File: config.mk
export PLATFORM = sky130hd
export DESIGN_NAME = nand_bad_block_mark_offset
export DESIGN_NICKNAME = d
export VERILOG_FILES = /design/src/rtl/nbbm_pkg.sv /design/src/rtl/nand_bad_block_mark_offset.sv /design/src/rtl/nbbm_prep.sv /design/src/rtl/nbbm_div.sv /design/src/rtl/nbbm_fin.sv
export SDC_FILE = /design/constraint.sdc
export NUM_CORES = 2
export LEC_CHECK = 0
export BUFFER_PORTS_ARGS = -buffer_cell sky130_fd_sc_hd__buf_2
export CAP_MARGIN = 20
export CORE_MARGIN = 2
export CORE_UTILIZATION = 55
export DETAILED_ROUTE_END_ITERATION = 8
export GPL_TIMING_DRIVEN = 0
export PLACE_DENSITY = 0.79
export SYNTH_ARGS = -nofsm -noshare
export SYNTH_HDL_FRONTEND = slang
export SYNTH_SLANG_ARGS = --single-unit
File: constraint.sdc
create_clock -name clk -period 19.1 [get_ports clk]
set_input_delay 1.91 -clock clk [delete_from_list [all_inputs] [get_ports clk]]
set_output_delay 1.91 -clock clk [all_outputs]
set_load 0.005 [all_outputs]
File: src/rtl/nbbm_pkg.sv
package nbbm_pkg;

	// field widths
	localparam int PAGE_W  = 15;
	localparam int STR_W   = 6;
	localparam int GF_W    = 4;
	localparam int CHUNK_W = 12;
	localparam int META_W  = 8;
	localparam int OFF_W   = 18;
	localparam int STAT_W  = 2;

	// internal widths
	localparam int ECC_W   = STR_W + GF_W;     // strength * order
	localparam int DATA_W  = CHUNK_W + 3;      // chunk bits
	localparam int POS_W   = PAGE_W + 3;       // page bits
	localparam int LEAD_W  = 12;               // meta bits + ecc bits, max 2985
	localparam int TOTAL_W = DATA_W + 1;       // data + ecc bits of one chunk

	// divider: one quotient bit per step
	localparam int DIV_STEPS  = 2;
	localparam int DIV_STAGES = POS_W / DIV_STEPS;

	localparam int QUERY_W     = PAGE_W + STR_W + GF_W + 2 * CHUNK_W + META_W;
	localparam int IN_TDATA_W  = ((QUERY_W + 7) / 8) * 8;
	localparam int RESULT_W    = OFF_W + STAT_W;
	localparam int OUT_TDATA_W = ((RESULT_W + 7) / 8) * 8;

	typedef enum logic [STAT_W-1:0] {
		ST_OK      = 2'd0,
		ST_IN_ECC  = 2'd1,
		ST_INVALID = 2'd2
	} status_t;

	// first member is the high end, so page_bytes sits in the lowest bits
	typedef struct packed {
		logic [META_W-1:0]  meta_bytes;
		logic [CHUNK_W-1:0] chunk_bytes;
		logic [CHUNK_W-1:0] first_chunk_bytes;
		logic [GF_W-1:0]    field_order;
		logic [STR_W-1:0]   bch_strength;
		logic [PAGE_W-1:0]  page_bytes;
	} query_t;

	typedef struct packed {
		status_t            status;
		logic [OFF_W-1:0]   mark_bit_offset;
	} result_t;

	typedef struct packed {
		logic [POS_W-1:0]   pos;
		logic [LEAD_W-1:0]  lead;
		logic [DATA_W-1:0]  data_bits;
		logic [ECC_W-1:0]   ecc_bits;
		logic               bad;
	} s1_t;

	// divider payload: num shifts out dividend bits and takes in quotient bits
	typedef struct packed {
		logic [POS_W-1:0]   pos;
		logic [POS_W-1:0]   num;
		logic [TOTAL_W-1:0] rem;
		logic [TOTAL_W-1:0] divisor;
		logic [DATA_W-1:0]  data_bits;
		logic [ECC_W-1:0]   ecc_bits;
		status_t            status;
	} div_t;

	typedef struct packed {
		logic [POS_W-1:0]   pos;
		logic [POS_W-1:0]   prod;
		status_t            status;
	} fin_t;

endpackage

File: src/rtl/nand_bad_block_mark_offset.sv
// Bad block marker offset for a BCH NAND page layout. Each s_ transaction
// carries one layout query; each m_ transaction returns its answer, in
// order, one answer per query. The block takes one query per clock while
// s_tready is high. It has setup stages (ECC size, lead-in strip, chunk
// size), the stages of a radix-2 restoring divider retiring two quotient
// bits per stage, and the multiply and final subtract stages, the last one
// being the output register. Every stage holds its own valid bit and only
// stalls when the stage after it is full, so empty slots are squeezed out
// under backpressure and s_tready drops only when every stage holds a
// query. Status 0 gives the offset; status 1 (marker inside ECC bits) and
// status 2 (zero chunk size, oversized page or metadata plus any shared
// ECC larger than the page) force the offset to 0. MAX_PAGE_BYTES sets
// the largest page_bytes accepted as valid.
module nand_bad_block_mark_offset #(
	parameter int MAX_PAGE_BYTES = 16384
) (
	input  logic                                clk,
	input  logic                                arst_n,
	input  logic                                s_tvalid,
	output logic                                s_tready,
	// [14:0] page_bytes, [20:15] bch_strength, [24:21] field_order,
	// [36:25] first_chunk_bytes, [48:37] chunk_bytes, [56:49] meta_bytes,
	// [63:57] zero
	input  logic [nbbm_pkg::IN_TDATA_W-1:0]     s_tdata,
	output logic                                m_tvalid,
	input  logic                                m_tready,
	// [17:0] mark_bit_offset, [19:18] status, [23:20] zero
	output logic [nbbm_pkg::OUT_TDATA_W-1:0]    m_tdata
);

	nbbm_pkg::query_t  query;
	nbbm_pkg::div_t    prep_data, div_data;
	nbbm_pkg::result_t result;
	logic              prep_valid, prep_ready;
	logic              div_valid, div_ready;

	// pad bits above the query are ignored
	assign query = nbbm_pkg::query_t'(s_tdata[nbbm_pkg::QUERY_W-1:0]);

	// setup: ECC bits, lead-in removal, divisor, validity checks
	nbbm_prep #(
		.MAX_PAGE_BYTES(MAX_PAGE_BYTES)
	) u_prep (
		.clk       (clk),
		.arst_n    (arst_n),
		.in_valid  (s_tvalid),
		.in_ready  (s_tready),
		.in_query  (query),
		.out_valid (prep_valid),
		.out_ready (prep_ready),
		.out_data  (prep_data)
	);

	// chunk index and offset within chunk
	nbbm_div u_div (
		.clk       (clk),
		.arst_n    (arst_n),
		.in_valid  (prep_valid),
		.in_ready  (prep_ready),
		.in_data   (prep_data),
		.out_valid (div_valid),
		.out_ready (div_ready),
		.out_data  (div_data)
	);

	// remove ECC of earlier chunks, pick status, output register
	nbbm_fin u_fin (
		.clk        (clk),
		.arst_n     (arst_n),
		.in_valid   (div_valid),
		.in_ready   (div_ready),
		.in_data    (div_data),
		.out_valid  (m_tvalid),
		.out_ready  (m_tready),
		.out_result (result)
	);

	assign m_tdata = {(nbbm_pkg::OUT_TDATA_W - nbbm_pkg::RESULT_W)'(0), result};

endmodule

File: src/rtl/nbbm_prep.sv
module nbbm_prep #(
	parameter int MAX_PAGE_BYTES = 16384
) (
	input  logic                clk,
	input  logic                arst_n,
	input  logic                in_valid,
	output logic                in_ready,
	input  nbbm_pkg::query_t    in_query,
	output logic                out_valid,
	input  logic                out_ready,
	output nbbm_pkg::div_t      out_data
);

	localparam int CMP_W = nbbm_pkg::PAGE_W + 2;
	localparam logic [CMP_W-1:0] MaxPage = CMP_W'(MAX_PAGE_BYTES);

	logic             vld_s1, vld_s2;
	logic             rdy_s1, rdy_s2;
	nbbm_pkg::s1_t    dat_s1, nxt_s1;
	nbbm_pkg::div_t   dat_s2, nxt_s2;
	logic [nbbm_pkg::ECC_W-1:0] ecc_c;
	logic             under_c;

	assign rdy_s2   = !vld_s2 || out_ready;
	assign rdy_s1   = !vld_s1 || rdy_s2;
	assign in_ready = rdy_s1;

	// stage 1: ecc size, scaled sizes, lead-in bits
	always_comb begin
		ecc_c = nbbm_pkg::ECC_W'(nbbm_pkg::ECC_W'(in_query.bch_strength)
			* nbbm_pkg::ECC_W'(in_query.field_order));
		nxt_s1.pos       = {in_query.page_bytes, 3'b000};
		nxt_s1.data_bits = {in_query.chunk_bytes, 3'b000};
		nxt_s1.ecc_bits  = ecc_c;
		nxt_s1.lead      = nbbm_pkg::LEAD_W'({in_query.meta_bytes, 3'b000})
			+ ((in_query.first_chunk_bytes == '0) ? nbbm_pkg::LEAD_W'(ecc_c) : '0);
		nxt_s1.bad       = ({2'b00, in_query.page_bytes} > MaxPage)
			|| (in_query.chunk_bytes == '0);
	end

	// stage 2: strip lead-in, chunk size, seed divider
	always_comb begin
		under_c            = nbbm_pkg::POS_W'(dat_s1.lead) > dat_s1.pos;
		nxt_s2.pos         = dat_s1.pos - nbbm_pkg::POS_W'(dat_s1.lead);
		nxt_s2.num         = nxt_s2.pos;
		nxt_s2.rem         = '0;
		nxt_s2.divisor     = nbbm_pkg::TOTAL_W'(dat_s1.data_bits)
			+ nbbm_pkg::TOTAL_W'(dat_s1.ecc_bits);
		nxt_s2.data_bits   = dat_s1.data_bits;
		nxt_s2.ecc_bits    = dat_s1.ecc_bits;
		nxt_s2.status      = (dat_s1.bad || under_c) ? nbbm_pkg::ST_INVALID
			: nbbm_pkg::ST_OK;
	end

	always_ff @(posedge clk or negedge arst_n) begin
		if (!arst_n) begin
			vld_s1 <= 1'b0;
			vld_s2 <= 1'b0;
		end else begin
			if (rdy_s1) vld_s1 <= in_valid;
			if (rdy_s2) vld_s2 <= vld_s1;
		end
	end

	always_ff @(posedge clk) begin
		if (rdy_s1 && in_valid) dat_s1 <= nxt_s1;
		if (rdy_s2 && vld_s1) dat_s2 <= nxt_s2;
	end

	assign out_valid = vld_s2;
	assign out_data  = dat_s2;

endmodule

File: src/rtl/nbbm_div.sv
module nbbm_div (
	input  logic                clk,
	input  logic                arst_n,
	input  logic                in_valid,
	output logic                in_ready,
	input  nbbm_pkg::div_t      in_data,
	output logic                out_valid,
	input  logic                out_ready,
	output nbbm_pkg::div_t      out_data
);

	localparam int NS = nbbm_pkg::DIV_STAGES;

	logic           div_vld_s [NS];
	logic           div_rdy   [NS];
	nbbm_pkg::div_t div_dat_s [NS];
	nbbm_pkg::div_t div_nxt   [NS];

	// one restoring step: shift in a dividend bit, subtract if it fits
	function automatic nbbm_pkg::div_t div_step(input nbbm_pkg::div_t d);
		logic [nbbm_pkg::TOTAL_W:0] t;
		logic [nbbm_pkg::TOTAL_W:0] dv;
		logic                       ge;
		nbbm_pkg::div_t             r;
		r  = d;
		t  = {d.rem, d.num[nbbm_pkg::POS_W-1]};
		dv = {1'b0, d.divisor};
		ge = (t >= dv);
		if (ge) begin
			r.rem = nbbm_pkg::TOTAL_W'(t - dv);
		end else begin
			r.rem = t[nbbm_pkg::TOTAL_W-1:0];
		end
		r.num = {d.num[nbbm_pkg::POS_W-2:0], ge};
		return r;
	endfunction

	always_comb begin
		div_rdy[NS-1] = !div_vld_s[NS-1] || out_ready;
		for (int k = NS - 2; k >= 0; k--) begin
			div_rdy[k] = !div_vld_s[k] || div_rdy[k+1];
		end
	end

	assign in_ready = div_rdy[0];

	for (genvar g = 0; g < NS; g++) begin : g_stage
		always_comb begin
			div_nxt[g] = (g == 0) ? in_data : div_dat_s[(g == 0) ? 0 : g - 1];
			for (int j = 0; j < nbbm_pkg::DIV_STEPS; j++) begin
				div_nxt[g] = div_step(div_nxt[g]);
			end
		end

		if (g == 0) begin : g_first
			always_ff @(posedge clk or negedge arst_n) begin
				if (!arst_n) begin
					div_vld_s[g] <= 1'b0;
				end else if (div_rdy[g]) begin
					div_vld_s[g] <= in_valid;
				end
			end
			always_ff @(posedge clk) begin
				if (div_rdy[g] && in_valid) div_dat_s[g] <= div_nxt[g];
			end
		end else begin : g_rest
			always_ff @(posedge clk or negedge arst_n) begin
				if (!arst_n) begin
					div_vld_s[g] <= 1'b0;
				end else if (div_rdy[g]) begin
					div_vld_s[g] <= div_vld_s[g-1];
				end
			end
			always_ff @(posedge clk) begin
				if (div_rdy[g] && div_vld_s[g-1]) div_dat_s[g] <= div_nxt[g];
			end
		end
	end

	assign out_valid = div_vld_s[NS-1];
	assign out_data  = div_dat_s[NS-1];

endmodule

File: src/rtl/nbbm_fin.sv
module nbbm_fin (
	input  logic                clk,
	input  logic                arst_n,
	input  logic                in_valid,
	output logic                in_ready,
	input  nbbm_pkg::div_t      in_data,
	output logic                out_valid,
	input  logic                out_ready,
	output nbbm_pkg::result_t   out_result
);

	logic                 vld_s12, vld_s13;
	logic                 rdy_s12, rdy_s13;
	nbbm_pkg::fin_t       dat_s12, nxt_s12;
	nbbm_pkg::result_t    dat_s13, nxt_s13;

	assign rdy_s13  = !vld_s13 || out_ready;
	assign rdy_s12  = !vld_s12 || rdy_s13;
	assign in_ready = rdy_s12;

	// stage 12: ecc bits of earlier chunks, marker-in-ecc check
	always_comb begin
		nxt_s12.pos  = in_data.pos;
		nxt_s12.prod = nbbm_pkg::POS_W'(in_data.num
			* nbbm_pkg::POS_W'(in_data.ecc_bits));
		if (in_data.status == nbbm_pkg::ST_INVALID) begin
			nxt_s12.status = nbbm_pkg::ST_INVALID;
		end else if (in_data.rem > nbbm_pkg::TOTAL_W'(in_data.data_bits)) begin
			nxt_s12.status = nbbm_pkg::ST_IN_ECC;
		end else begin
			nxt_s12.status = nbbm_pkg::ST_OK;
		end
	end

	// stage 13: final offset, zero on any error
	always_comb begin
		nxt_s13.status = dat_s12.status;
		case (dat_s12.status)
			nbbm_pkg::ST_OK: nxt_s13.mark_bit_offset = dat_s12.pos - dat_s12.prod;
			default:         nxt_s13.mark_bit_offset = '0;
		endcase
	end

	always_ff @(posedge clk or negedge arst_n) begin
		if (!arst_n) begin
			vld_s12 <= 1'b0;
			vld_s13 <= 1'b0;
		end else begin
			if (rdy_s12) vld_s12 <= in_valid;
			if (rdy_s13) vld_s13 <= vld_s12;
		end
	end

	always_ff @(posedge clk) begin
		if (rdy_s12 && in_valid) dat_s12 <= nxt_s12;
		if (rdy_s13 && vld_s12) dat_s13 <= nxt_s13;
	end

	assign out_valid  = vld_s13;
	assign out_result = dat_s13;

endmodule

# Word-level counts from Yosys, hierarchy flattened
# Memory sizes are Yosys's and may differ from the RTL's.
# Cells that the tools add are included.
# word_totals
reg_bits	179
mem_bits_rw	855
output_inout_bits	26
word_cells	158
n_memories	1
# classes
n_addsub	22
n_mul	2
order_cmp	21
eq_ne	1
muxes	39
n_reduce_logical	44
# mem_list
memory	depth	width	read_ports	rd_clocked_by_memory_dff	write_ports	line_no	rtl
u_div.div_dat_s	9	95	9	0	9	nbbm_div.sv:16	nbbm_pkg::div_t div_dat_s [NS];
# op_table
operator	n
$ge A17 B16 Y1	17
$mux W16	18
$sub A16 B16 Y16	17
$logic_not A12 Y1	2
$mux W1	19
$gt A12 B18 Y1	1
$mul A18 B10 Y18	1
$sub A18 B12 Y18	1
$sub A18 B18 Y18	1
$add A15 B10 Y16	1
$ge A1 B16 Y1	1
$gt A16 B15 Y1	1
$sub A1 B16 Y16	1
$gt A15 B15 Y1 const B	1
$logic_or A1 B1 Y1	15
$logic_and A1 B1 Y1	13
$logic_not A1 Y1	13
$add A11 B12 Y12	1
$mul A6 B4 Y10	1
$mux W10	1
$eq A2 B2 Y1 const B	1
$logic_not A2 Y1	1
$mux W2	1

# Depth between registers and ports, before layout
# logic_depth
word_depth	15
ltp_mapped	23
mapped_depth_nobuf	21

# By module
# From an unflattened synthesis, not the netlist that was laid out.
# hier_totals
cells_unflattened	4439
area_unflattened_um2	55977.4
# modules_own_cells
module	instances	cells_each	area_per_inst_um2
nbbm_div	1	3269	43349.1
nbbm_fin	1	711	6894.1
nbbm_prep	1	454	5700.5
nand_bad_block_mark_offset	1	5	33.8

# Worst setup path before layout
# Ideal clock, no wire load.
# synth_timing
path_type	input to register
from	input port m_tready
to	memory u_div.div_dat_s[0][100] (netlist bit), enable pin
setup_time_ps	619
arrival_time_ps	7906
t_required_ps	18481
slack_ps	10575
stages	6
path_buffers	0
path_cell_list	nand4b_1 -> inv_1 -> and3_1 -> nand3_1 -> nor2_1 -> a21boi_0
# synth_rtl
element	line_no	rtl
start: declaration	nand_bad_block_mark_offset.sv:26	input logic m_tready,
end: declaration	nbbm_div.sv:16	

==> results.ini <==
[final_layout]
final_cells=5416
drive_above_1_share=0.1139
antenna_cells=0
nets=4734
fill_cells=6696
area_delta_synth_final_pct=10.70

[sta]
rsz0062_at_grt=false
hold_viol=0
whs_ps=403.1
maxSlewHeadroom=0.4187
finalCriticalPeriod_ps=6851
period_share=0.3587
finalSetupViolCount=0
finalSetupTns_ps=0
max_freq_ghz=0.1460
slew_viol_final=0
finClkSkew_ps=38.39
tightestPinTransition_ps=868.7

[cts]
clk_latency_ps=660
cts_hold_buf=0
htreeDepth=3
cts_buffers=89
cts-resized-gates=0
cts_max_path_buffers=3
cts_tree=done
postCtsSetupBuffers=0
clkSlewWorstSetupHoldPaths_ps=60
root_buffer=clkbuf_16
cts_sinks=882

[setup_path]
r2r_start=u_div.div_dat_s[0][598]
r2r_cells=22
worstPathArrival_ps=7250
path_cells=inv_1, ha_1, nor2b_1, o31a_1, o211ai_1, a21oi_1, o21ai_0, nor2b_1, inv_2, clkbuf_1, a21oi_1, ha_1, nor2b_1, o31a_1, o21bai_1, a21oi_1, o21ai_0, nor2b_1, o21ai_0, a21oi_2, buf_2, mux2_2
cp_top_family=compound AO/OA/AOI/OAI gates
cp_max_fo=10
cp_num_buf_inv=4
rr_endpoint=u_div.div_dat_s[0][722]
cpMaxStageDelayCell=nor2b_1
crit_type=reg2reg
cp_common_cell=nor2b_1
cp-end-kind=register
r2r_setup_slack_ps=12250
cp.required_ps=19500
max_stage_delay_ps=610
cp-startpoint=u_div.div_dat_s[0][598]
critPathCapture=u_div.div_dat_s[0][722]
path_depth=22
startpoint_type=register

[routing]
num_vias=31200
drc=0
drt_pre_antenna_iters=6
wl_um=102800
vias_per_cell=5.761
drtIter0Drc=2540
antenna_left=0
wl_per_cell_um=18.99

[synth]
postSynthCellCount=3988
seq_area_frac_synth=0.5353
syn_avg_cell_area_um2=12.38
synth_cell_type_count=94
synth_edf_count=869
ys.flop_type=edfxtp_1
synth_top_area_cell=edfxtp_1
synth_area_leaders=edfxtp_1, ha_1, fa_1
syn_area_um2=49360
synth_top_area_frac=0.5287
synthArstFlopShare=0.01474
synth_seq_cells=882
ys_warn_count=0

[grt]
grtUsageTotal=0.2247
antenna_found_initial=8
grt_pass1_wl_um=161300
grt_remaining_overflow=0
grt_pass1_vias=30490
grt_max_degree=55

[placed_design]
dp.cells=5253
io_buffers=82
dp_hpwl_um=78080
routabilityCongestion=0.9234

[worst_hold_path]
hold_class=reg2reg

[floorplan]
initial_core_util=0.5568
rows=109
die_area_um2=92150
die_y_um=303.6
coreArea_um2=88650
ios=94
fp.dieW_um=303.6

[outcome]
outcome=finished, final reports clean

[run]
drv_cap=0

## cell usage after synthesis, drive strengths merged, types with 16 or more instances
library cell  number
or3               31
nand2b            44
fa               114
a211oi            28
mux2i             17
nor3              69
o21a              61
nor2             264
o21bai            39
ha               373
and2              93
a21oi            223
o21ai            128
a21o              83
xnor2            195
a21boi            16
nand3             45
nor4              32
nand2            223
buf               19
nor2b             48
a31oi             21
edfxtp           869
xor2              66
mux2             174
clkbuf            38
inv              419
nand4             56
## cell usage in the layout (no fill, tap or decap), types with 66 or more instances in the layout
cell / instances
buf_2: 88
nand2_1: 223
edfxtp_1: 869
fa_1: 114
o21ai_0: 117
xnor2_1: 195
clkbuf_16: 89
inv_1: 417
nor3_1: 67
xor2_1: 66
mux2_2: 146
ha_1: 373
a21oi_1: 220
and2_1: 85
a21o_1: 83
nor2_1: 264
## cell type report
cell class,instances,area [um^2],area share
sequential,882,26420,0.4836
clock buffer,108,2359,0.04317
timing repair buffer,97,748.2,0.01369
inverter,419,1573,0.02879
multi-input combinational,2633,21140,0.3869
tap,1165,1458,0.02668
clock inverter,55,645.6,0.01182
buffer,57,292.8,0.005359
## cells by family after synthesis
| kind of cell | synth area share |
|---|---|
| other | 0.00007598 |
| multiplexers | 0.04497 |
| buffers and inverters | 0.03780 |
| XOR/XNOR | 0.04631 |
| adder cells (fa/ha/maj) | 0.1408 |
| AO/OA/AOI/OAI | 0.09808 |
| AND/OR/NAND/NOR | 0.09668 |
| flip-flops | 0.5353 |
## routing by layer
layer  global-route usage  vias to the layer above  routed length (um)
li1                     -                    14870                   -
met1               0.2942                    15070               42840
met2               0.3794                     1011               50080
met3              0.03113                      243                5825
met4              0.09010                        8                4030
met5                    0                        -                  56
## worst min-delay path by stage
stage                                  startpoint  cells past startpoint  slack [ps]                      end
final                      u_div.div_dat_s[0][84]                      0         400  u_div.div_dat_s[0][179]
after global routing      u_div.div_dat_s[0][651]                      0         420  u_div.div_dat_s[0][746]
after CTS                  u_div.div_dat_s[0][81]                      0         400  u_div.div_dat_s[0][176]
after detailed placement      u_prep.out_data[15]                      0         400   u_div.div_dat_s[0][15]
after global placement    u_div.div_dat_s[0][555]                      0         400  u_div.div_dat_s[0][650]
after floorplan             u_div.div_dat_s[0][5]                      0         400  u_div.div_dat_s[0][100]
## per-stage QoR
stage / util / worst slack [ps] / cell area, um^2
2_1_floorplan: - / 10570 / 49370
3_3_place_gp: 0.5780 / 8315 / 51240
3_5_place_dp: 0.5824 / 12500 / 51630
4_1_cts: 0.6163 / 12380 / 54640
5_1_grt: 0.6163 / 11840 / 54640
6_report: 0.6163 / 12250 / 54640
## flip-flops by register name (all words and copies together), names as in the netlist
signal / flops
u_prep.vld_s1: 1
u_fin.out_result: 20
u_div.out_valid: 1
u_div.div_vld_s: 8
u_fin.vld_s12: 1
u_div.div_dat_s: 707
u_fin.dat_s12: 38
u_prep.dat_s1: 50
u_prep.out_valid: 1
u_fin.out_valid: 1
u_prep.out_data: 54
Power is left out: the tool's default activity adds up to more than one toggle a clock period on the data nets, which glitch-free logic cannot reach.
